## src/sv/bcm_pkg.sv

```systemverilog
// Package: shared types, constants and register codes for the binary cross morphology block.
package bcm_pkg;

	// Default row store row length in pixels (maximum frame width)
	localparam int unsigned MAX_WIDTH_DEFAULT = 2048;

	// Configuration port geometry
	localparam int unsigned CFG_INDEX_W = 2;
	localparam int unsigned CFG_DATA_W  = 16;
	localparam int unsigned FRAME_WIDTH_W  = 12;
	localparam int unsigned FRAME_HEIGHT_W = 16;

	// Register indexes
	localparam logic [CFG_INDEX_W-1:0] CFG_MODE   = 2'd0;
	localparam logic [CFG_INDEX_W-1:0] CFG_WIDTH  = 2'd1;
	localparam logic [CFG_INDEX_W-1:0] CFG_HEIGHT = 2'd2;

	// Register reset values
	localparam logic [FRAME_WIDTH_W-1:0]  WIDTH_RESET  = 12'd640;
	localparam logic [FRAME_HEIGHT_W-1:0] HEIGHT_RESET = 16'd480;

	// Item opcodes
	localparam logic OP_PIXEL = 1'b0;
	localparam logic OP_FLUSH = 1'b1;

	// Command queue between front and back
	localparam int unsigned QUEUE_DEPTH = 4;
	localparam int unsigned QUEUE_PTR_W = $clog2(QUEUE_DEPTH);

	typedef enum logic [1:0] {
		MODE_ERODE     = 2'd0,
		MODE_DILATE    = 2'd1,
		MODE_DESPECKLE = 2'd2,
		MODE_HOLE_FILL = 2'd3
	} morph_mode_t;

	// Input item
	typedef struct packed {
		logic       op;
		logic [7:0] pixel_value;
	} item_t;

	// Result item
	typedef struct packed {
		logic result_pixel;
		logic frame_end;
	} result_t;

	// Classified command handed from front to back (column travels beside it)
	typedef struct packed {
		logic emit;       // produces a result
		logic write;      // stores pix into the row store
		logic cpar;       // row parity of the window center row
		logic upar;       // row parity of the up neighbor row
		logic up_is_c;    // top edge: up clamps to center
		logic down_is_c;  // drain: down clamps to center
		logic l_use_c;    // left edge
		logic r_use_c;    // right edge
		logic pix;        // incoming pixel, nonzero test done
		logic frame_end;  // last result of the frame
	} cmd_flags_t;

endpackage

```

## src/sv/bcm_front.sv

```systemverilog
// Front end: accepts items, tracks raster position and classifies each item into a command.
module bcm_front #(
	parameter int unsigned MAX_WIDTH = bcm_pkg::MAX_WIDTH_DEFAULT
) (
	input  logic                                 clk,
	input  logic                                 arst_n,
	input  logic                                 item_valid,
	input  bcm_pkg::item_t                       item,
	input  logic [bcm_pkg::FRAME_WIDTH_W-1:0]    frame_width,
	input  logic [bcm_pkg::FRAME_HEIGHT_W-1:0]   frame_height,
	input  logic                                 q_full,
	output logic                                 push,
	output bcm_pkg::cmd_flags_t                  push_flags,
	output logic [$clog2(MAX_WIDTH)-1:0]         push_col
);
	import bcm_pkg::*;

	localparam int unsigned COL_W  = $clog2(MAX_WIDTH);
	localparam int unsigned PEND_W = $clog2(MAX_WIDTH + 1);

	logic [COL_W-1:0]          col_cnt_q;
	logic [FRAME_HEIGHT_W-1:0] row_cnt_q;
	logic [PEND_W-1:0]         pend_q;

	logic [COL_W-1:0]          wm1;
	logic [FRAME_HEIGHT_W-1:0] hm1;
	logic [COL_W-1:0]          col;
	logic                      last_col;
	logic                      draining;
	logic                      is_flush;
	logic                      do_flush;
	logic                      do_pixel;
	logic                      accept;

	// Effective geometry: width clamped to 1..MAX_WIDTH, height at least 1
	always_comb begin
		if (frame_width == '0) begin
			wm1 = '0;
		end else if (32'(frame_width) > MAX_WIDTH) begin
			wm1 = COL_W'(MAX_WIDTH - 1);
		end else begin
			wm1 = COL_W'(frame_width - 12'd1);
		end
		hm1 = (frame_height == '0) ? '0 : frame_height - 16'd1;
	end

	// Classification
	assign col      = (col_cnt_q > wm1) ? wm1 : col_cnt_q;
	assign last_col = (col == wm1);
	assign draining = (pend_q != '0);
	assign is_flush = (item.op == OP_FLUSH);
	assign do_flush = draining && is_flush;
	assign do_pixel = !draining && !is_flush;
	assign accept   = item_valid && !q_full;
	assign push     = accept && (do_flush || do_pixel);
	assign push_col = col;

	// Window description for the back end
	always_comb begin
		push_flags.emit      = do_flush || (row_cnt_q != '0);
		push_flags.write     = do_pixel;
		push_flags.cpar      = do_flush ? row_cnt_q[0] : ~row_cnt_q[0];
		push_flags.upar      = do_flush ? ~row_cnt_q[0] : row_cnt_q[0];
		push_flags.up_is_c   = do_flush ? (row_cnt_q == '0) : (row_cnt_q == 16'd1);
		push_flags.down_is_c = do_flush;
		push_flags.l_use_c   = (col == '0);
		push_flags.r_use_c   = last_col;
		push_flags.pix       = |item.pixel_value;
		push_flags.frame_end = do_flush && (pend_q == PEND_W'(1));
	end

	// Raster position and drain counter
	always_ff @(posedge clk or negedge arst_n) begin
		if (!arst_n) begin
			col_cnt_q <= '0;
			row_cnt_q <= '0;
			pend_q    <= '0;
		end else if (accept && do_flush) begin
			pend_q <= pend_q - PEND_W'(1);
			if (pend_q == PEND_W'(1)) begin
				row_cnt_q <= '0;
				col_cnt_q <= '0;
			end else begin
				col_cnt_q <= col_cnt_q + COL_W'(1);
			end
		end else if (accept && do_pixel) begin
			if (last_col) begin
				col_cnt_q <= '0;
				if (row_cnt_q >= hm1) begin
					pend_q <= PEND_W'(wm1) + PEND_W'(1);
				end else begin
					row_cnt_q <= row_cnt_q + 16'd1;
				end
			end else begin
				col_cnt_q <= col + COL_W'(1);
			end
		end
	end

endmodule

```

## config.mk

```make
export PLATFORM = sky130hd
export DESIGN_NAME = bcm_front
export DESIGN_NICKNAME = d
export VERILOG_FILES = /design/src/sv/bcm_pkg.sv /design/src/sv/bcm_front.sv
export SDC_FILE = /design/constraint.sdc
export NUM_CORES = 1
export LEC_CHECK = 0
export ABC_CLOCK_PERIOD_IN_PS = 11200
export CORE_MARGIN = 5
export CORE_UTILIZATION = 30
export CTS_CLUSTER_SIZE = 20
export DETAILED_ROUTE_END_ITERATION = 8
export DONT_BUFFER_PORTS = 1
export MAX_ROUTING_LAYER = met4
export PLACE_DENSITY = 0.48
export SLEW_MARGIN = 30
export SYNTH_ARGS = -nofsm -noshare
export SYNTH_HDL_FRONTEND = slang
export SYNTH_SLANG_ARGS = --single-unit
```

## constraint.sdc

```tcl
create_clock -name clk -period 11.2 [get_ports clk]
set_clock_uncertainty 0.2 [all_clocks]
set_input_delay 0.56 -clock clk [delete_from_list [all_inputs] [get_ports clk]]
set_output_delay 0.56 -clock clk [all_outputs]
set_load 0.01 [all_outputs]
```

==> flow_summary.json, run 1 <==
{
  "status": "finished, final reports clean",
  "routabilityCongestion": 0.902,
  "nets": 672,
  "cts.sinks": 39,
  "yosysTopAreaCellShare": 0.204,
  "wl_per_cell_um": 17.7,
  "crit_top_cell": "nor4_1",
  "ff_latch_area_um2": 976,
  "period_needed_ps": 6080,
  "grt_max_degree": 40,
  "ys_top_cells_by_area": "dfrtp_1, ha_1, a21oi_1",
  "hold_class": "reg2reg",
  "grt_pass1_vias": 4401,
  "path_clk_slew_ps": 60,
  "fin_tns_setup_ps": 0,
  "antenna_found_initial": 0,
  "dr_total_vias": 4556,
  "die_w_um": 136,
  "num_antenna_cells": 0,
  "grt_pass1_wl_um": 23400,
  "max_cap_violations": 0,
  "core_region_area_um2": 15800,
  "final-hold-violation-count": 0,
  "rsz0062_at_grt": "false",
  "synth_top_cell_by_area": "dfrtp_1",
  "critical_path_required_ps": 10440,
  "portBuffers": 0,
  "num_io_pins": 63,
  "syn_inst": 609,
  "max_freq_mhz": 164,
  "cts_tree": "done",
  "yosys-top-cells-count": "nand2_1, a21oi_1, ha_1, nor2_1, dfrtp_1",
  "track_usage": 0.159,
  "synth-seq-cells": 39,
  "cts_buffer_depth": 2,
  "die_h_um": 136,
  "dpl_worst_slack_ps": 5110,
  "die_area_um2": 18600,
  "drt-initial-drc-count": 329,
  "p_leak_nw": 2.09,
  "final.setup.worst_slack_ps": 5120,
  "p_per_area_nw_per_um2": 98.4,
  "synth_cell_type_count": 79,
  "totalWireLength_um": 14300,
  "synth_area_um2": 4790,
  "cts_hold_buf": 2,
  "fin_crit_sh": 0.543,
  "gr-total-overflow": 0,
  "first_pass_iters": 5,
  "start_util": 0.304,
  "max_slew.worst_pin.slew_ps": 934,
  "setup_viol": 0,
  "ir_worst_vdd_mv": 0.0618,
  "worstSetupPathType": "in2out",
  "yosys_warnings": 0,
  "cts_resized": 0,
  "synth_nets": 690,
  "synthFlopType": "dfrtp_1",
  "cts-root-buf": "clkbuf_16",
  "synth_edf_count": 0,
  "async_reset_ff_frac": 1.00,
  "arrival_ps": 5320,
  "layoutNonFillerInstCount": 808,
  "crit_path_start_kind": "primary input",
  "ant_nets": 0,
  "slowest_delay_ps": 640,
  "r2r_setup_slack_ps": 6770,
  "drive_gt1_frac": 0.0794,
  "n_fill_cell": 1693,
  "synth.most_common_cell": "nand2_1",
  "slew_headroom": 0.369,
  "dp_hpwl_um": 11100,
  "htree_levels": 2,
  "fp-row-count": 46,
  "worst_setup_path_end_kind": "primary output",
  "synth.avg_cell_area_um2": 7.87,
  "cp_max_fo": 20,
  "multiInputGateArea_um2": 3490,
  "whs_ps": 335,
  "placed_cells": 798,
  "cpMaxStageDelayCell": "nor4_1",
  "crit_chain": "nor4_1 > nand3_1 > or3b_1 > a32oi_2 > inv_1 > ha_1 > nand2_1 > nor4_1 > o21ai_0 > a31oi_2 > buf_4 > nand2_1 > o21ai_0 > inv_1 > or4_1 > nor4_1",
  "syn2layout_area_growth_pct": 5.48,
  "synth_seq_area_share": 0.204,
  "clock_latency_ps": 280,
  "drc": 0,
  "maxSlewViolCount": 0,
  "drt-vias-per-instance": 5.64,
  "numCtsBuffers": 5,
  "postCtsSetupBuffers": 0
}
-- flip-flops by register name, indices dropped and copies added (netlist names) --
signal and count:
row_cnt_q 16, pend_q 12, col_cnt_q 11
-- path summary, 6_finish.rpt --
path / start / endpoint / cells past startpoint
hold / removal: pend_q[10] / pend_q[10] / 1
hold reg to reg: pend_q[10] / pend_q[10] / 1
setup reg to reg: pend_q[6] / row_cnt_q[0] / 15
min in group asynchronous: arst_n / row_cnt_q[0] / 2
max in group asynchronous: arst_n / col_cnt_q[2] / 2
setup / recovery: frame_width[7] / push_flags[3] / 16
-- power by group --
group | switching, mW | leakage, nW | internal (mW)
Sequential | 0.0324 | 0.514 | 0.153
Clock | 0.0600 | 0.0658 | 0.0821
Combinational | 0.106 | 1.51 | 0.0643
-- critical path, delay by kind of cell --
| kind | cells | cell delay, ps |
|---|---|---|
| compound gates | 4 | 1070 |
| fa+ha+maj | 1 | 290 |
| buf+inv | 3 | 580 |
| simple gates | 8 | 2810 |
-- metal layers --
layer | share of wire | vias up | GRT usage
li1 | - | 2225 | -
met1 | 0.45 | 2189 | 0.214
met2 | 0.48 | 124 | 0.256
met3 | 0.053 | 18 | 0.0252
met4 | 0.011 | 0 | 0.0274
met5 | 0 | - | -
-- cells in the final DEF (no fill, tap or decap), types with 8 or more instances in the layout --
cell type  instances
and3_1            11
or3_1              8
nor3_1            15
nand2_1           58
dfrtp_1           39
mux2i_1            9
nor4_1            20
xnor2_1           23
nor2_1            40
o21ai_0           38
ha_1              40
o21a_1             8
xor2_1            16
inv_1             32
a21oi_1           44
nand4_1           12
a31oi_1           14
nand3_1           28
-- cells by family (layout without fill, tap and decap cells) --
logic type,after synthesis,in the layout,synth area share
xor+xnor,39,39,0.0712
compound gates,173,173,0.253
buf+inv,63,46,0.0686
mux,9,9,0.0188
fa+ha+maj,43,43,0.112
flops,39,39,0.204
simple gates,243,243,0.273
-- per-stage QoR --
step | cell area [µm²] | power [mW] | util
2_1_floorplan | 4790 | 0.312 | -
3_3_place_gp | 4880 | 0.350 | 0.310
3_5_place_dp | 4880 | 0.352 | 0.310
4_1_cts | 5060 | 0.502 | 0.321
5_1_grt | 5060 | 0.532 | 0.321
6_report | 5060 | 0.498 | 0.321
-- area by class of cell --
class                      instances  share of cell area
tap                              216              0.0534
timing repair buffer               5              0.0104
multi-input combinational        507               0.690
sequential                        39               0.193
clock buffer                       5              0.0247
clock inverter                     3             0.00396
inverter                          33              0.0245
(Power assumes the default switching activity.)
==> run 2: changes to the inputs <==
ABC_AREA = 1   (was unset)
ABC_CLOCK_PERIOD_IN_PS = 5200   (was 11200)
PLACE_DENSITY = 0.49   (was 0.48)
clock period = 5.2 ns   (was 11.2 ns; I/O delays follow)
==> run 2 against run 1 <==
Compared with the run above: global-route usage fell by 0.67 points; combinational power rose to 6.2 times the previous value; critical path depth rose by 3; critical endpoint unchanged; worst hold slack got worse by 59 ps; sequential share of layout area fell by 1.6 points; critical path type unchanged; cell count rose by 31%; synthesized cell count rose by 39%; wire length rose by 3.7%; area after synthesis rose by 7.8%; highest routed layer unchanged.
==> flow_summary.json, run 2 <==
{
  "drt-initial-drc-count": 261,
  "worst_setup_path_end_kind": "primary output",
  "cts_resized": 0,
  "clock_latency_ps": 280,
  "final.setup.worst_slack_ps": 911,
  "regMostFlops": "row_cnt_q",
  "rr_endpoint": "row_cnt_q[5]",
  "cts_tree": "done",
  "track_usage": 0.152,
  "ant_nets": 0,
  "yosys_warnings": 0,
  "grt_pass1_vias": 4821,
  "nets": 917,
  "synthSimpleGateAreaFrac": 0.437,
  "die_w_um": 141,
  "core_region_area_um2": 17100,
  "num_io_pins": 63,
  "syn2layout_area_growth_pct": 6.46,
  "setup_viol": 0,
  "r2r_setup_slack_ps": 1590,
  "synth_cell_type_count": 40,
  "async_reset_ff_frac": 1.00,
  "dpl_worst_slack_ps": 828,
  "ir_worst_vdd_mv": 0.254,
  "drc": 0,
  "grt_max_degree": 48,
  "die_h_um": 141,
  "synth_top_family_by_area": "simple AND/OR/NAND/NOR gates",
  "synthMuxAreaShare": 0,
  "gr-total-overflow": 0,
  "path_clk_slew_ps": 60,
  "dr_total_vias": 5136,
  "crit_chain": "inv_1 > ha_1 > nand2_2 > nor2_4 > nand3_2 > nand2_1 > ha_1 > nand2_1 > nand2_1 > nand2_1 > nand2_1 > nand2_1 > nand3_2 > nand2_1 > buf_4 > o21ai_1 > inv_1 > nand4_1 > nor4_1",
  "top_regs": "row_cnt_q: 16 flops, pend_q: 12 flops, col_cnt_q: 11 flops",
  "postCtsSetupBuffers": 0,
  "r2r-start": "pend_q[0]",
  "synth_compound_gate_area_share": 0.106,
  "synthAdderAreaFrac": 0.0968,
  "cts-root-buf": "clkbuf_16",
  "max_freq_mhz": 233,
  "crit_path_start_kind": "primary input",
  "slowest_delay_ps": 410,
  "portBuffers": 0,
  "worstSetupPathType": "in2out",
  "ys_top_cells_by_area": "dfrtp_1, nand2_1, ha_1",
  "hold_class": "in2async",
  "totalWireLength_um": 14800,
  "largest_register_ffs": 16,
  "die_area_um2": 20000,
  "p_leak_nw": 2.96,
  "crit_top_cell": "nand2_1",
  "synth_top_cell_by_area": "dfrtp_1",
  "synth-seq-cells": 39,
  "synth.avg_cell_area_um2": 6.10,
  "drive_gt1_frac": 0.0705,
  "grt_pass1_wl_um": 24500,
  "yosysTopAreaCellShare": 0.189,
  "synth_area_um2": 5170,
  "start_util": 0.302,
  "rsz0062_at_grt": "false",
  "maxSlewViolCount": 0,
  "arrival_ps": 3830,
  "reg2reg_depth": 16,
  "synthFlopType": "dfrtp_1",
  "synthXorXnorAreaFrac": 0.0491,
  "cp_max_fo": 20,
  "period_needed_ps": 4290,
  "synth_edf_count": 0,
  "syn_inst": 847,
  "layout_common_cells": "nand2_1, inv_1, nor2_1",
  "wl_per_cell_um": 14.0,
  "fin_tns_setup_ps": 0,
  "htree_levels": 2,
  "max_slew.worst_pin.slew_ps": 769,
  "antenna_found_initial": 0,
  "cpMaxStageDelayCell": "nor4_1",
  "synth.most_common_cell": "nand2_1",
  "critical_path_required_ps": 4740,
  "synth_nets": 928,
  "fin_crit_sh": 0.825,
  "drt-vias-per-instance": 4.84,
  "slew_headroom": 0.487,
  "synth_seq_area_share": 0.189,
  "first_pass_iters": 4,
  "dp_hpwl_um": 11600,
  "final-hold-violation-count": 0,
  "cts_buffer_depth": 2,
  "yosys-top-cells-count": "nand2_1, inv_1, nor2_1",
  "layout_commonest_cell": "nand2_1",
  "status": "finished, final reports clean",
  "p_per_area_nw_per_um2": 333,
  "max_cap_violations": 0,
  "cts.sinks": 39,
  "fp-row-count": 48,
  "routabilityCongestion": 0.864,
  "numCtsBuffers": 5,
  "num_antenna_cells": 0
}
run 2: cell count changes in the layout (fill, tap and decap cells not counted), moves of 8 or more:
| cell | previous run | this run |
|---|---|---|
| xnor2_1 | 23 | 6 |
| nand3_1 | 28 | 50 |
| a31oi_1 | 14 | 2 |
| or3_1 | 8 | 0 |
| and3_1 | 11 | 0 |
| nand4_1 | 12 | 50 |
| mux2i_1 | 9 | 0 |
| nand2_2 | 0 | 8 |
| inv_1 | 32 | 109 |
| o21ai_0 | 38 | 29 |
| nand2_1 | 58 | 240 |
| nor2_1 | 40 | 98 |
| nor4_1 | 20 | 10 |
run 2: layout make-up:
cell class              count  area (µm²)
well taps                 225         282
multi-input cells         664        3560
clock buffers               8         156
inverters                 116         435
repair buffers             10        90.1
flip-flops and latches     39         976
fillers                  1935       11600
run 2: stage by stage:
| step | utilization | std cells | hold slack [ps] | power (mW) | cell area (µm²) |
|---|---|---|---|---|---|
| after floorplan | - | 847 | -236 | 1.28 | 5170 |
| after global placement | 0.311 | 1052 | -233 | 1.52 | 5320 |
| after detailed placement | 0.311 | 1052 | -233 | 1.51 | 5320 |
| after CTS | 0.321 | 1062 | 283 | 1.86 | 5500 |
| after global routing | 0.321 | 1062 | 296 | 2.02 | 5500 |
| final | 0.321 | 1062 | 276 | 1.83 | 5500 |
run 2: power by group:
part | total [mW] | switching, mW | internal, mW
Combinational | 1.06 | 0.716 | 0.345
Sequential | 0.444 | 0.0971 | 0.347
Clock | 0.329 | 0.125 | 0.205
Total | 1.83 | 0.938 | 0.897
run 2: cells by family after synthesis:
| family | after synthesis |
|---|---|
| flops | 39 |
| simple gates | 496 |
| compound gates | 99 |
| fa+ha+maj | 40 |
| xor+xnor | 29 |
| buf+inv | 144 |
run 2: worst max-delay path: cells and delay by family:
family          cells  cell delay (ps)
fa+ha+maj           2              590
simple gates       13             2130
compound gates      1              260
buf+inv             3              570
run 2: timing repair:
item | 4_1_cts | 5_1_grt
setup endpoints to repair | 0 | 0
endpoints found under the hold margin | 39 | 0
hold buffers | 2 | 0
run 2: how the worst max path moves through the flow:
stage / depth (start not counted) / from / to / slack [ps]
6_report: 19 / frame_width[0] / push_flags[3] / 910
5_1_grt: 21 / frame_width[0] / push_flags[3] / 550
4_1_cts: 21 / frame_width[0] / push_flags[3] / 900
3_5_place_dp: 25 / frame_width[0] / pend_q[11] / 830
3_3_place_gp: 26 / frame_width[0] / col_cnt_q[8] / 810
2_1_floorplan: 29 / frame_width[0] / col_cnt_q[8] / 1500
run 2: per-layer routing:
layer,track usage,up-vias,routed length (µm)
met2,0.243,90,6740
met3,0.0229,14,538
met4,0.0245,0,158
met1,0.209,2298,7380
met5,-,-,0
li1,-,2734,-
