<file path="config.mk">
export PLATFORM = sky130hd
export DESIGN_NAME = bcm_queue
export DESIGN_NICKNAME = d
export VERILOG_FILES = /design/src/sv/bcm_pkg.sv /design/src/sv/bcm_queue.sv
export SDC_FILE = /design/constraint.sdc
export NUM_CORES = 1
export LEC_CHECK = 0
export BUFFER_PORTS_ARGS = -buffer_cell sky130_fd_sc_hd__buf_2
export CORE_MARGIN = 3
export CORE_UTILIZATION = 59
export CTS_BUF_LIST = sky130_fd_sc_hd__clkbuf_8
export DETAILED_ROUTE_END_ITERATION = 8
export GPL_TIMING_DRIVEN = 0
export MAX_ROUTING_LAYER = met4
export PLACE_DENSITY = 0.84
export SYNTH_ARGS = -nofsm -noshare
export SYNTH_HDL_FRONTEND = slang
export SYNTH_SLANG_ARGS = --single-unit
</file>
<file path="constraint.sdc">
create_clock -name clk -period 1.9 [get_ports clk]
set_clock_uncertainty 0.05 [all_clocks]
set_input_delay 0.19 -clock clk [delete_from_list [all_inputs] [get_ports clk]]
set_output_delay 0.19 -clock clk [all_outputs]
set_load 0.05 [all_outputs]
</file>
<file path="src/sv/bcm_pkg.sv">
// Package: shared types, constants and register codes for the binary cross morphology block.
package bcm_pkg;

	// Default row store row length in pixels (maximum frame width)
	localparam int unsigned MAX_WIDTH_DEFAULT = 2048;

	// Configuration port geometry
	localparam int unsigned CFG_INDEX_W = 2;
	localparam int unsigned CFG_DATA_W  = 16;
	localparam int unsigned FRAME_WIDTH_W  = 12;
	localparam int unsigned FRAME_HEIGHT_W = 16;

	// Register indexes
	localparam logic [CFG_INDEX_W-1:0] CFG_MODE   = 2'd0;
	localparam logic [CFG_INDEX_W-1:0] CFG_WIDTH  = 2'd1;
	localparam logic [CFG_INDEX_W-1:0] CFG_HEIGHT = 2'd2;

	// Register reset values
	localparam logic [FRAME_WIDTH_W-1:0]  WIDTH_RESET  = 12'd640;
	localparam logic [FRAME_HEIGHT_W-1:0] HEIGHT_RESET = 16'd480;

	// Item opcodes
	localparam logic OP_PIXEL = 1'b0;
	localparam logic OP_FLUSH = 1'b1;

	// Command queue between front and back
	localparam int unsigned QUEUE_DEPTH = 4;
	localparam int unsigned QUEUE_PTR_W = $clog2(QUEUE_DEPTH);

	typedef enum logic [1:0] {
		MODE_ERODE     = 2'd0,
		MODE_DILATE    = 2'd1,
		MODE_DESPECKLE = 2'd2,
		MODE_HOLE_FILL = 2'd3
	} morph_mode_t;

	// Input item
	typedef struct packed {
		logic       op;
		logic [7:0] pixel_value;
	} item_t;

	// Result item
	typedef struct packed {
		logic result_pixel;
		logic frame_end;
	} result_t;

	// Classified command handed from front to back (column travels beside it)
	typedef struct packed {
		logic emit;       // produces a result
		logic write;      // stores pix into the row store
		logic cpar;       // row parity of the window center row
		logic upar;       // row parity of the up neighbor row
		logic up_is_c;    // top edge: up clamps to center
		logic down_is_c;  // drain: down clamps to center
		logic l_use_c;    // left edge
		logic r_use_c;    // right edge
		logic pix;        // incoming pixel, nonzero test done
		logic frame_end;  // last result of the frame
	} cmd_flags_t;

endpackage

</file>
<file path="src/sv/bcm_queue.sv">
// Command queue: short FIFO decoupling the front end from the back end.
module bcm_queue #(
	parameter int unsigned MAX_WIDTH = bcm_pkg::MAX_WIDTH_DEFAULT
) (
	input  logic                          clk,
	input  logic                          arst_n,
	input  logic                          push,
	input  bcm_pkg::cmd_flags_t           push_flags,
	input  logic [$clog2(MAX_WIDTH)-1:0]  push_col,
	input  logic                          pop,
	output bcm_pkg::cmd_flags_t           head_flags,
	output logic [$clog2(MAX_WIDTH)-1:0]  head_col,
	output logic                          not_empty,
	output logic                          full
);
	import bcm_pkg::*;

	localparam int unsigned COL_W = $clog2(MAX_WIDTH);

	cmd_flags_t             flags_q [QUEUE_DEPTH];
	logic [COL_W-1:0]       col_q   [QUEUE_DEPTH];
	logic [QUEUE_PTR_W-1:0] wr_ptr_q;
	logic [QUEUE_PTR_W-1:0] rd_ptr_q;
	logic [QUEUE_PTR_W:0]   count_q;

	assign head_flags = flags_q[rd_ptr_q];
	assign head_col   = col_q[rd_ptr_q];
	assign not_empty  = (count_q != '0);
	assign full       = (count_q == (QUEUE_PTR_W+1)'(QUEUE_DEPTH));

	// Entry storage
	always_ff @(posedge clk) begin
		if (push) begin
			flags_q[wr_ptr_q] <= push_flags;
			col_q[wr_ptr_q]   <= push_col;
		end
	end

	// Pointers and fill level
	always_ff @(posedge clk or negedge arst_n) begin
		if (!arst_n) begin
			wr_ptr_q <= '0;
			rd_ptr_q <= '0;
			count_q  <= '0;
		end else begin
			if (push) begin
				wr_ptr_q <= wr_ptr_q + QUEUE_PTR_W'(1);
			end
			if (pop) begin
				rd_ptr_q <= rd_ptr_q + QUEUE_PTR_W'(1);
			end
			unique case ({push, pop})
				2'b10: begin
					count_q <= count_q + (QUEUE_PTR_W+1)'(1);
				end
				2'b01: begin
					count_q <= count_q - (QUEUE_PTR_W+1)'(1);
				end
				default: begin
					count_q <= count_q;
				end
			endcase
		end
	end

endmodule

</file>
==> results.txt, run 1 <==
----------------------------------------------------
[CTS]
  Worst-path clk slew ... 90 ps
  Root cell of the clock tree ... sky130_fd_sc_hd__clkbuf_8
  Total CTS buffers ... 9
  Maximum clock path buffer count ... 2
  Clock sink count ... 91
  Clock tree from TritonCTS ... built
  Clock Latency Late Sink ... 330 ps
  H-tree depth ... 3

[Pwr]
  Peak supply drop ... 1180 µV
  Power density relative to cell area ... 1760 mW/mm²
  Leakage power total ... 0.00152 µW

[Critical path]
  Cell with the biggest individual delay on the critical path ... sky130_fd_sc_hd__mux4_2
  Critical setup path kind ... flip-flop to output pin
  Crit Path Max Fanout ... 9
  Kind of start point of the critical path ... flip-flop
  CP Capture Type ... output pin
  Cell-by-cell trace of the critical path ... buf_6, buf_12, mux4_2, buf_6
  Required time worst endpoint ... 1660 ps
  Crit path arrival time ... 1710 ps
  Depth of the worst register-to-register path ... 3
  Most frequent CP cell ... sky130_fd_sc_hd__buf_6
  Worst stage delay on the critical path ... 530 ps

[Route]
  Remaining number of nets flagged by the antenna check after routing ... 0
  DRT Pass-1 Iters ... 4
  Average detailed-routed wire length per instance ... 22.5 µm
  Post-Route WL ... 6.45 mm
  Via total after detailed routing ... 1,638
  Number of design rule violations left after detail routing ... 0
  Vias per inst ... 5.71
  Number of DRC markers in iteration 0 ... 95

[STA]
  Final setup slack of the worst path ... -52.8 ps
  Max frequency ... 0.512 GHz
  Worst slew margin relative to its limit ... 0.618
  Unrepaired setup endpoints after global routing ... true
  Final hold vios ... 0
  Slew of the pin with the lowest slew margin ... 574 ps
  Final hold slack ... 11.4 ps
  Final TNS setup ... -516 ps
  Final Cycle Share ... 1.03
  Slew Viols, Final ... 0
  Final setup violation count ... 17
  Final worst path period need ... 1950 ps

[Final layout]
  Number of nets in the finished design ... 241
  Antenna cells ... 0
  Final design area excluding fillers ... 0.00417 mm²
  Post-Layout Cell Count ... 287
  Filler instances ... 353
  Fin util ... 0.744
  Ratio of cells with drive above 1 in the final layout ... 0.419
  Synthesis-to-layout area growth ... 20.5%

[Synthesis]
  Net count after synthesis ... 177
  Syn Inst Count ... 146
  Post-Synthesis Mean Instance Area ... 23.7 µm²
  Portion of synthesized cell area occupied by the leading cell type ... 0.728
  Top cell type by total area after synthesis ... sky130_fd_sc_hd__edfxtp_1
  Ranking of synthesized cells by area ... sky130_fd_sc_hd__edfxtp_1 (73%), sky130_fd_sc_hd__mux4_2 (12%), sky130_fd_sc_hd__dfrtp_1 (5.1%), sky130_fd_sc_hd__mux4_1 (2.3%), sky130_fd_sc_hd__ha_1 (1.8%)
  Share of synthesized flip-flops with an asynchronous set or reset ... 0.0769
  Most used standard cell by instance count after synthesis ... sky130_fd_sc_hd__edfxtp_1
  Predominant post-synthesis flop cell ... sky130_fd_sc_hd__edfxtp_1
  Synth unique cells ... 19
  Synthesized flop and latch total ... 91
  Most frequent cells after synthesis ... sky130_fd_sc_hd__edfxtp_1 (84), sky130_fd_sc_hd__mux4_2 (18), sky130_fd_sc_hd__dfrtp_1 (7)
  Number of enable-type register cells in the synthesized netlist ... 84
  Yosys warning total ... 0
  Netlist area before placement ... 0.00346 mm²
  Sequential area share after synthesis ... 0.779

[Outcome]
  Failing checks ... negative setup slack
  Run status ... finished, violations left

[Global route]
  Number of antenna violations at the first check in global routing ... 0
  Pin count of the biggest net entering global routing ... 22
  Leftover overflow at the end of global routing ... 0
  Number of global-route vias before repair ... 1,741
  Wire length of the first global-routing pass ... 9.32 mm
  GR Util All Layers ... 0.207

[Place]
  Gpl congestion ... 0.713
  Placed instance count ... 265
  Post-Place Cell Area ... 0.00379 mm²
  HPWL after DPL ... 4.05 mm
  Input/output buffers ... 47

[Floorplanning]
  I/O pins ... 48
  Initial Util ... 0.618
  Floorplan die area ... 0.00683 mm²
  Standard-cell row count ... 27
  Die width ... 82.6 µm
  Placeable core region ... 0.00561 mm²
  Die span in y ... 82.6 µm

[Run]
  Max Cap Violations ... 0

[Worst hold path]
  Worst hold path class ... primary input to flip-flop
  Count of cells along the worst hold path ... 1

----------------------------------------------------
## cell families (layout without fill, tap and decap cells)
| logic type | Yosys count | after routing | share of synthesized area |
|---|---|---|---|
| adder cells (fa/ha/maj) | 6 | 6 | 0.0238 |
| XOR/XNOR | 6 | 6 | 0.0152 |
| multiplexers | 22 | 22 | 0.143 |
| flip-flops | 91 | 91 | 0.779 |
| buffers and inverters | 11 | 80 | 0.0242 |
| AND/OR/NAND/NOR | 9 | 9 | 0.0141 |
| AO/OA/AOI/OAI | 1 | 1 | 0.00144 |
## sequential cells by signal, summed over array words and instances, names as in the netlist
register / flops
col_q: 44
count_q: 3
flags_q: 40
rd_ptr_q: 2
wr_ptr_q: 2
## final timing paths
kind	start	slack, ps	to
worst min register to register	count_q[2]$_DFFE_PN0P_	460	count_q[2]$_DFFE_PN0P_
min in group asynchronous	arst_n	160	count_q[2]$_DFFE_PN0P_
worst max-delay path	rd_ptr_q[0]$_DFFE_PN0P_	-50	head_flags[2]
max in group asynchronous	arst_n	1480	wr_ptr_q[1]$_DFFE_PN0P_
worst min-delay path	push_col[6]	10	col_q[3][6]$_DFFE_PP_
worst max register to register	wr_ptr_q[0]$_DFFE_PN0P_	290	flags_q[2][6]$_DFFE_PP_
## metal layers
metal  vias up  track usage  routed length (µm)
met5         -            -                   0
met4         0       0.0719                  82
met3        12       0.0445                 230
met2        47        0.358                3650
met1       861        0.241                2490
li1        718            -                   -
## timing repair
item	in CTS	in global routing
endpoints found under the setup margin	83	31
buffers inserted	1	1
cloned	0	1
gates resized for setup	41	5
hold buffers	2	1
endpoints found under the hold margin	11	2
pin swaps	0	0
## stage by stage
step	setup slack [ps]	power [µW]
6_report	-52.8	7360
3_3_place_gp	25.7	5540
4_1_cts	-62.1	7270
5_1_grt	-100	7650
2_1_floorplan	312	5050
3_5_place_dp	-112	5690
## critical path: cells and delay by family, from the launching register on
kind | cells | cell delay [ps]
DFF | 1 | 360
buffers and inverters | 3 | 480
muxes | 1 | 530
## report_power, final
part / internal [µW] / total, µW / switching, µW
Combinational: 1330 / 3350 / 2020
Clock: 590 / 1220 / 626
Sequential: 2640 / 2800 / 156
Total: 4570 / 7360 / 2800
## layout make-up
class                      instances  area (µm²)  area share
tap                               72        90.1      0.0216
sequential                        91        2700       0.646
clock buffer                       9         124      0.0297
clock inverter                     7        58.8      0.0141
buffer                             5        63.8      0.0153
multi-input combinational         44         688       0.165
timing repair buffer              53         429       0.103
inverter                           6        22.5     0.00540
## cell usage in the layout (no fill, tap or decap)
cell type / n
sky130_fd_sc_hd__clkbuf_8: 9
sky130_fd_sc_hd__mux2i_1: 1
sky130_fd_sc_hd__clkinvlp_4: 1
sky130_fd_sc_hd__dlygate4sd3_1: 3
sky130_fd_sc_hd__mux4_2: 18
sky130_fd_sc_hd__buf_6: 20
sky130_fd_sc_hd__mux4_1: 3
sky130_fd_sc_hd__or3_1: 1
sky130_fd_sc_hd__clkinv_2: 2
sky130_fd_sc_hd__fa_1: 1
sky130_fd_sc_hd__clkinv_1: 3
sky130_fd_sc_hd__nand2_1: 2
sky130_fd_sc_hd__buf_4: 4
sky130_fd_sc_hd__xnor2_1: 2
sky130_fd_sc_hd__xor2_1: 4
sky130_fd_sc_hd__inv_1: 6
sky130_fd_sc_hd__edfxtp_1: 84
sky130_fd_sc_hd__and2_2: 4
sky130_fd_sc_hd__buf_12: 2
sky130_fd_sc_hd__clkbuf_16: 1
sky130_fd_sc_hd__dfrtp_1: 7
sky130_fd_sc_hd__buf_2: 27
sky130_fd_sc_hd__o21ai_0: 1
sky130_fd_sc_hd__clkbuf_4: 1
sky130_fd_sc_hd__ha_1: 5
sky130_fd_sc_hd__bufinv_16: 1
sky130_fd_sc_hd__and3_1: 1
sky130_fd_sc_hd__nor2_1: 1
(Power assumes the default switching activity.)
==> run 2, diff against run 1 <==
==> constraint.sdc (replaced) <==
create_clock -name clk -period 1.9 [get_ports clk]
set_clock_uncertainty 0.05 [all_clocks]
set_input_delay 0.095 -clock clk [delete_from_list [all_inputs] [get_ports clk]]
set_output_delay 0.095 -clock clk [all_outputs]
set_load 0.05 [all_outputs]
==> run 2 against run 1 <==
The flow now finishes without violations. Power decreased by 1.6%. Register-to-register slack hardly changed. Sequential share of layout area fell by 2.4 points. Global-route usage increased by 1.5 points. Die area is the same. Critical endpoint is now head_col[5]. Highest routed layer unchanged.
==> results.txt, run 2 (synthesized netlist as in run 1, its figures left out) <==
----------------------------------------------------
[STA]
  Max frequency ... 0.539 GHz
  Final worst path period need ... 1860 ps
  Final hold vios ... 0
  Unrepaired setup endpoints after global routing ... true
  Slew Viols, Final ... 0
  Final setup violation count ... 0
  Final Cycle Share ... 0.977
  Worst slew margin relative to its limit ... 0.624
  Slew of the pin with the lowest slew margin ... 564 ps

[Critical path]
  CP Capture Type ... output pin
  Critical setup path kind ... flip-flop to output pin
  Crit Path Max Fanout ... 10
  Crit path arrival time ... 1710 ps
  Cell-by-cell trace of the critical path ... buf_6, buf_12, mux4_2, buf_6
  Most frequent CP cell ... sky130_fd_sc_hd__buf_6
  Cell with the biggest individual delay on the critical path ... sky130_fd_sc_hd__mux4_2
  Kind of start point of the critical path ... flip-flop
  Worst stage delay on the critical path ... 530 ps
  Required time worst endpoint ... 1750 ps

[Pwr]
  Fraction of power spent switching nets ... 0.380
  Gate power share ... 0.447
  Sequential share of power ... 0.387
  Power density relative to cell area ... 1670 mW/mm²
  Internal power ... 4490 µW
  Peak supply drop ... 1000 µV
  Leakage power total ... 0.00158 µW
  Proportion of power drawn by the clock network ... 0.167
  Net switching power figure ... 2750 µW

[CTS]
  Clock tree from TritonCTS ... built
  H-tree depth ... 3
  Maximum clock path buffer count ... 2
  Clock Latency Late Sink ... 340 ps
  Root cell of the clock tree ... sky130_fd_sc_hd__clkbuf_8
  Worst-path clk slew ... 80 ps
  Total CTS buffers ... 9
  Clock sink count ... 91

[Worst hold path]
  Worst hold path class ... primary input to asynchronous set/reset pin

[Outcome]
  Run status ... finished clean

[Floorplanning]
  Die width ... 82.6 µm
  I/O pins ... 48
  Standard-cell row count ... 27
  Initial Util ... 0.618
  Floorplan die area ... 0.00683 mm²
  Placeable core region ... 0.00561 mm²
  Die span in y ... 82.6 µm

[Route]
  Routed wire length on met2 ... 3.79 mm
  Highest routed metal layer ... met4
  Wire length on met3 ... 219 µm
  DRT Pass-1 Iters ... 4
  Number of DRC markers in iteration 0 ... 110
  Average detailed-routed wire length per instance ... 21.8 µm
  Via total after detailed routing ... 1,737
  Post-Route WL ... 6.66 mm
  Remaining number of nets flagged by the antenna check after routing ... 0
  Vias per inst ... 5.68
  WL met1 ... 2.57 mm
  Number of design rule violations left after detail routing ... 0

[Global route]
  GR Util All Layers ... 0.222
  Leftover overflow at the end of global routing ... 0
  Wire length of the first global-routing pass ... 9.94 mm
  Number of global-route vias before repair ... 1,838
  Number of antenna violations at the first check in global routing ... 0
  Pin count of the biggest net entering global routing ... 22

[Final layout]
  Fin util ... 0.773
  Largest reg by FF count ... col_q
  Number of nets in the finished design ... 260
  Ratio of cells with drive above 1 in the final layout ... 0.376
  Synthesis-to-layout area growth ... 25.1%
  Number of flip-flops under the largest register name ... 44
  Most frequent cells in the layout ... sky130_fd_sc_hd__edfxtp_1 (84), sky130_fd_sc_hd__buf_2 (31), sky130_fd_sc_hd__dlygate4sd3_1 (24)
  Final design area excluding fillers ... 0.00433 mm²
  Antenna cells ... 0
  Most common cell after layout, fill and taps aside ... sky130_fd_sc_hd__edfxtp_1
  Regs by FF count ... col_q: 44 flops, flags_q: 40 flops, count_q: 3 flops
  Post-Layout Cell Count ... 306
  Filler instances ... 333

[Place]
  HPWL after DPL ... 4.05 mm
  Gpl congestion ... 0.713
  Input/output buffers ... 47
  Post-Place Cell Area ... 0.00379 mm²
  Placed instance count ... 265

[Run]
  Max Cap Violations ... 0

----------------------------------------------------
[run 2: changes by cell type in the layout (fill, tap and decap cells not counted)]
cell,previous run,this run
sky130_fd_sc_hd__dlygate4sd3_1,3,24
sky130_fd_sc_hd__buf_2,27,31
sky130_fd_sc_hd__buf_4,4,2
sky130_fd_sc_hd__buf_6,20,18
sky130_fd_sc_hd__clkbuf_16,1,0
sky130_fd_sc_hd__clkbuf_4,1,0
[run 2: stage by stage]
stage	setup slack (ps)	TNS, ps	total power, µW	hold WS, ps
finish	44.1	0	7240	57.3
detailed placement	-112	-5040	5690	-108
CTS	5.93	0	6940	54.6
global placement	25.7	0	5540	-118
global route	-19.4	-62.7	7560	66.3
floorplan	312	0	5050	-251
[run 2: final cells by class]
type	count	area (µm²)	share of cell area
flip-flops and latches	91	2700	0.622
multi-input cells	44	688	0.159
repair buffers	72	592	0.137
clock buffers	9	124	0.0286
well taps	72	90.1	0.0208
plain buffers	5	61.3	0.0141
clock inverters	7	58.8	0.0136
inverters	6	22.5	0.00520
[run 2: timing repair]
item / in CTS / in global routing
gates resized for setup: 6 / 48
hold endpoints to repair: 94 / 0
setup endpoints to repair: 66 / 39
hold buffers: 24 / 0
buffers inserted: 0 / 1
[run 2: power by group through the flow]
stage	Sequential, µW	Clock [µW]	Combinational (µW)
after detailed placement	2850	0	2840
after global routing	2840	1300	3420
after floorplan	2770	0	2280
after CTS	2800	1220	2920
after global placement	2790	0	2750
final	2800	1210	3240
[run 2: worst paths after layout]
kind | depth (start not counted) | from | endpoint | slack [ps]
worst max-delay path | 4 | rd_ptr_q[0]$_DFFE_PN0P_ | head_col[5] | 40
worst min-delay path | 2 | arst_n | count_q[1]$_DFFE_PN0P_ | 60
worst max register to register | 3 | wr_ptr_q[0]$_DFFE_PN0P_ | flags_q[2][9]$_DFFE_PP_ | 290
worst min register to register | 1 | count_q[2]$_DFFE_PN0P_ | count_q[2]$_DFFE_PN0P_ | 460
max in group asynchronous | 2 | arst_n | wr_ptr_q[1]$_DFFE_PN0P_ | 1580
min in group clk | 2 | push_col[8] | col_q[0][8]$_DFFE_PP_ | 460
[run 2: critical path: cells and delay by family, from the launching register on]
| family | cells | cell delay, ps |
|---|---|---|
| flops | 1 | 360 |
| mux | 1 | 530 |
| buf+inv | 3 | 480 |
[run 2: routing by layer]
layer	track usage	vias to the layer above
met5	-	-
met4	0.0719	0
met3	0.0423	10
met2	0.396	52
met1	0.254	914
li1	-	761
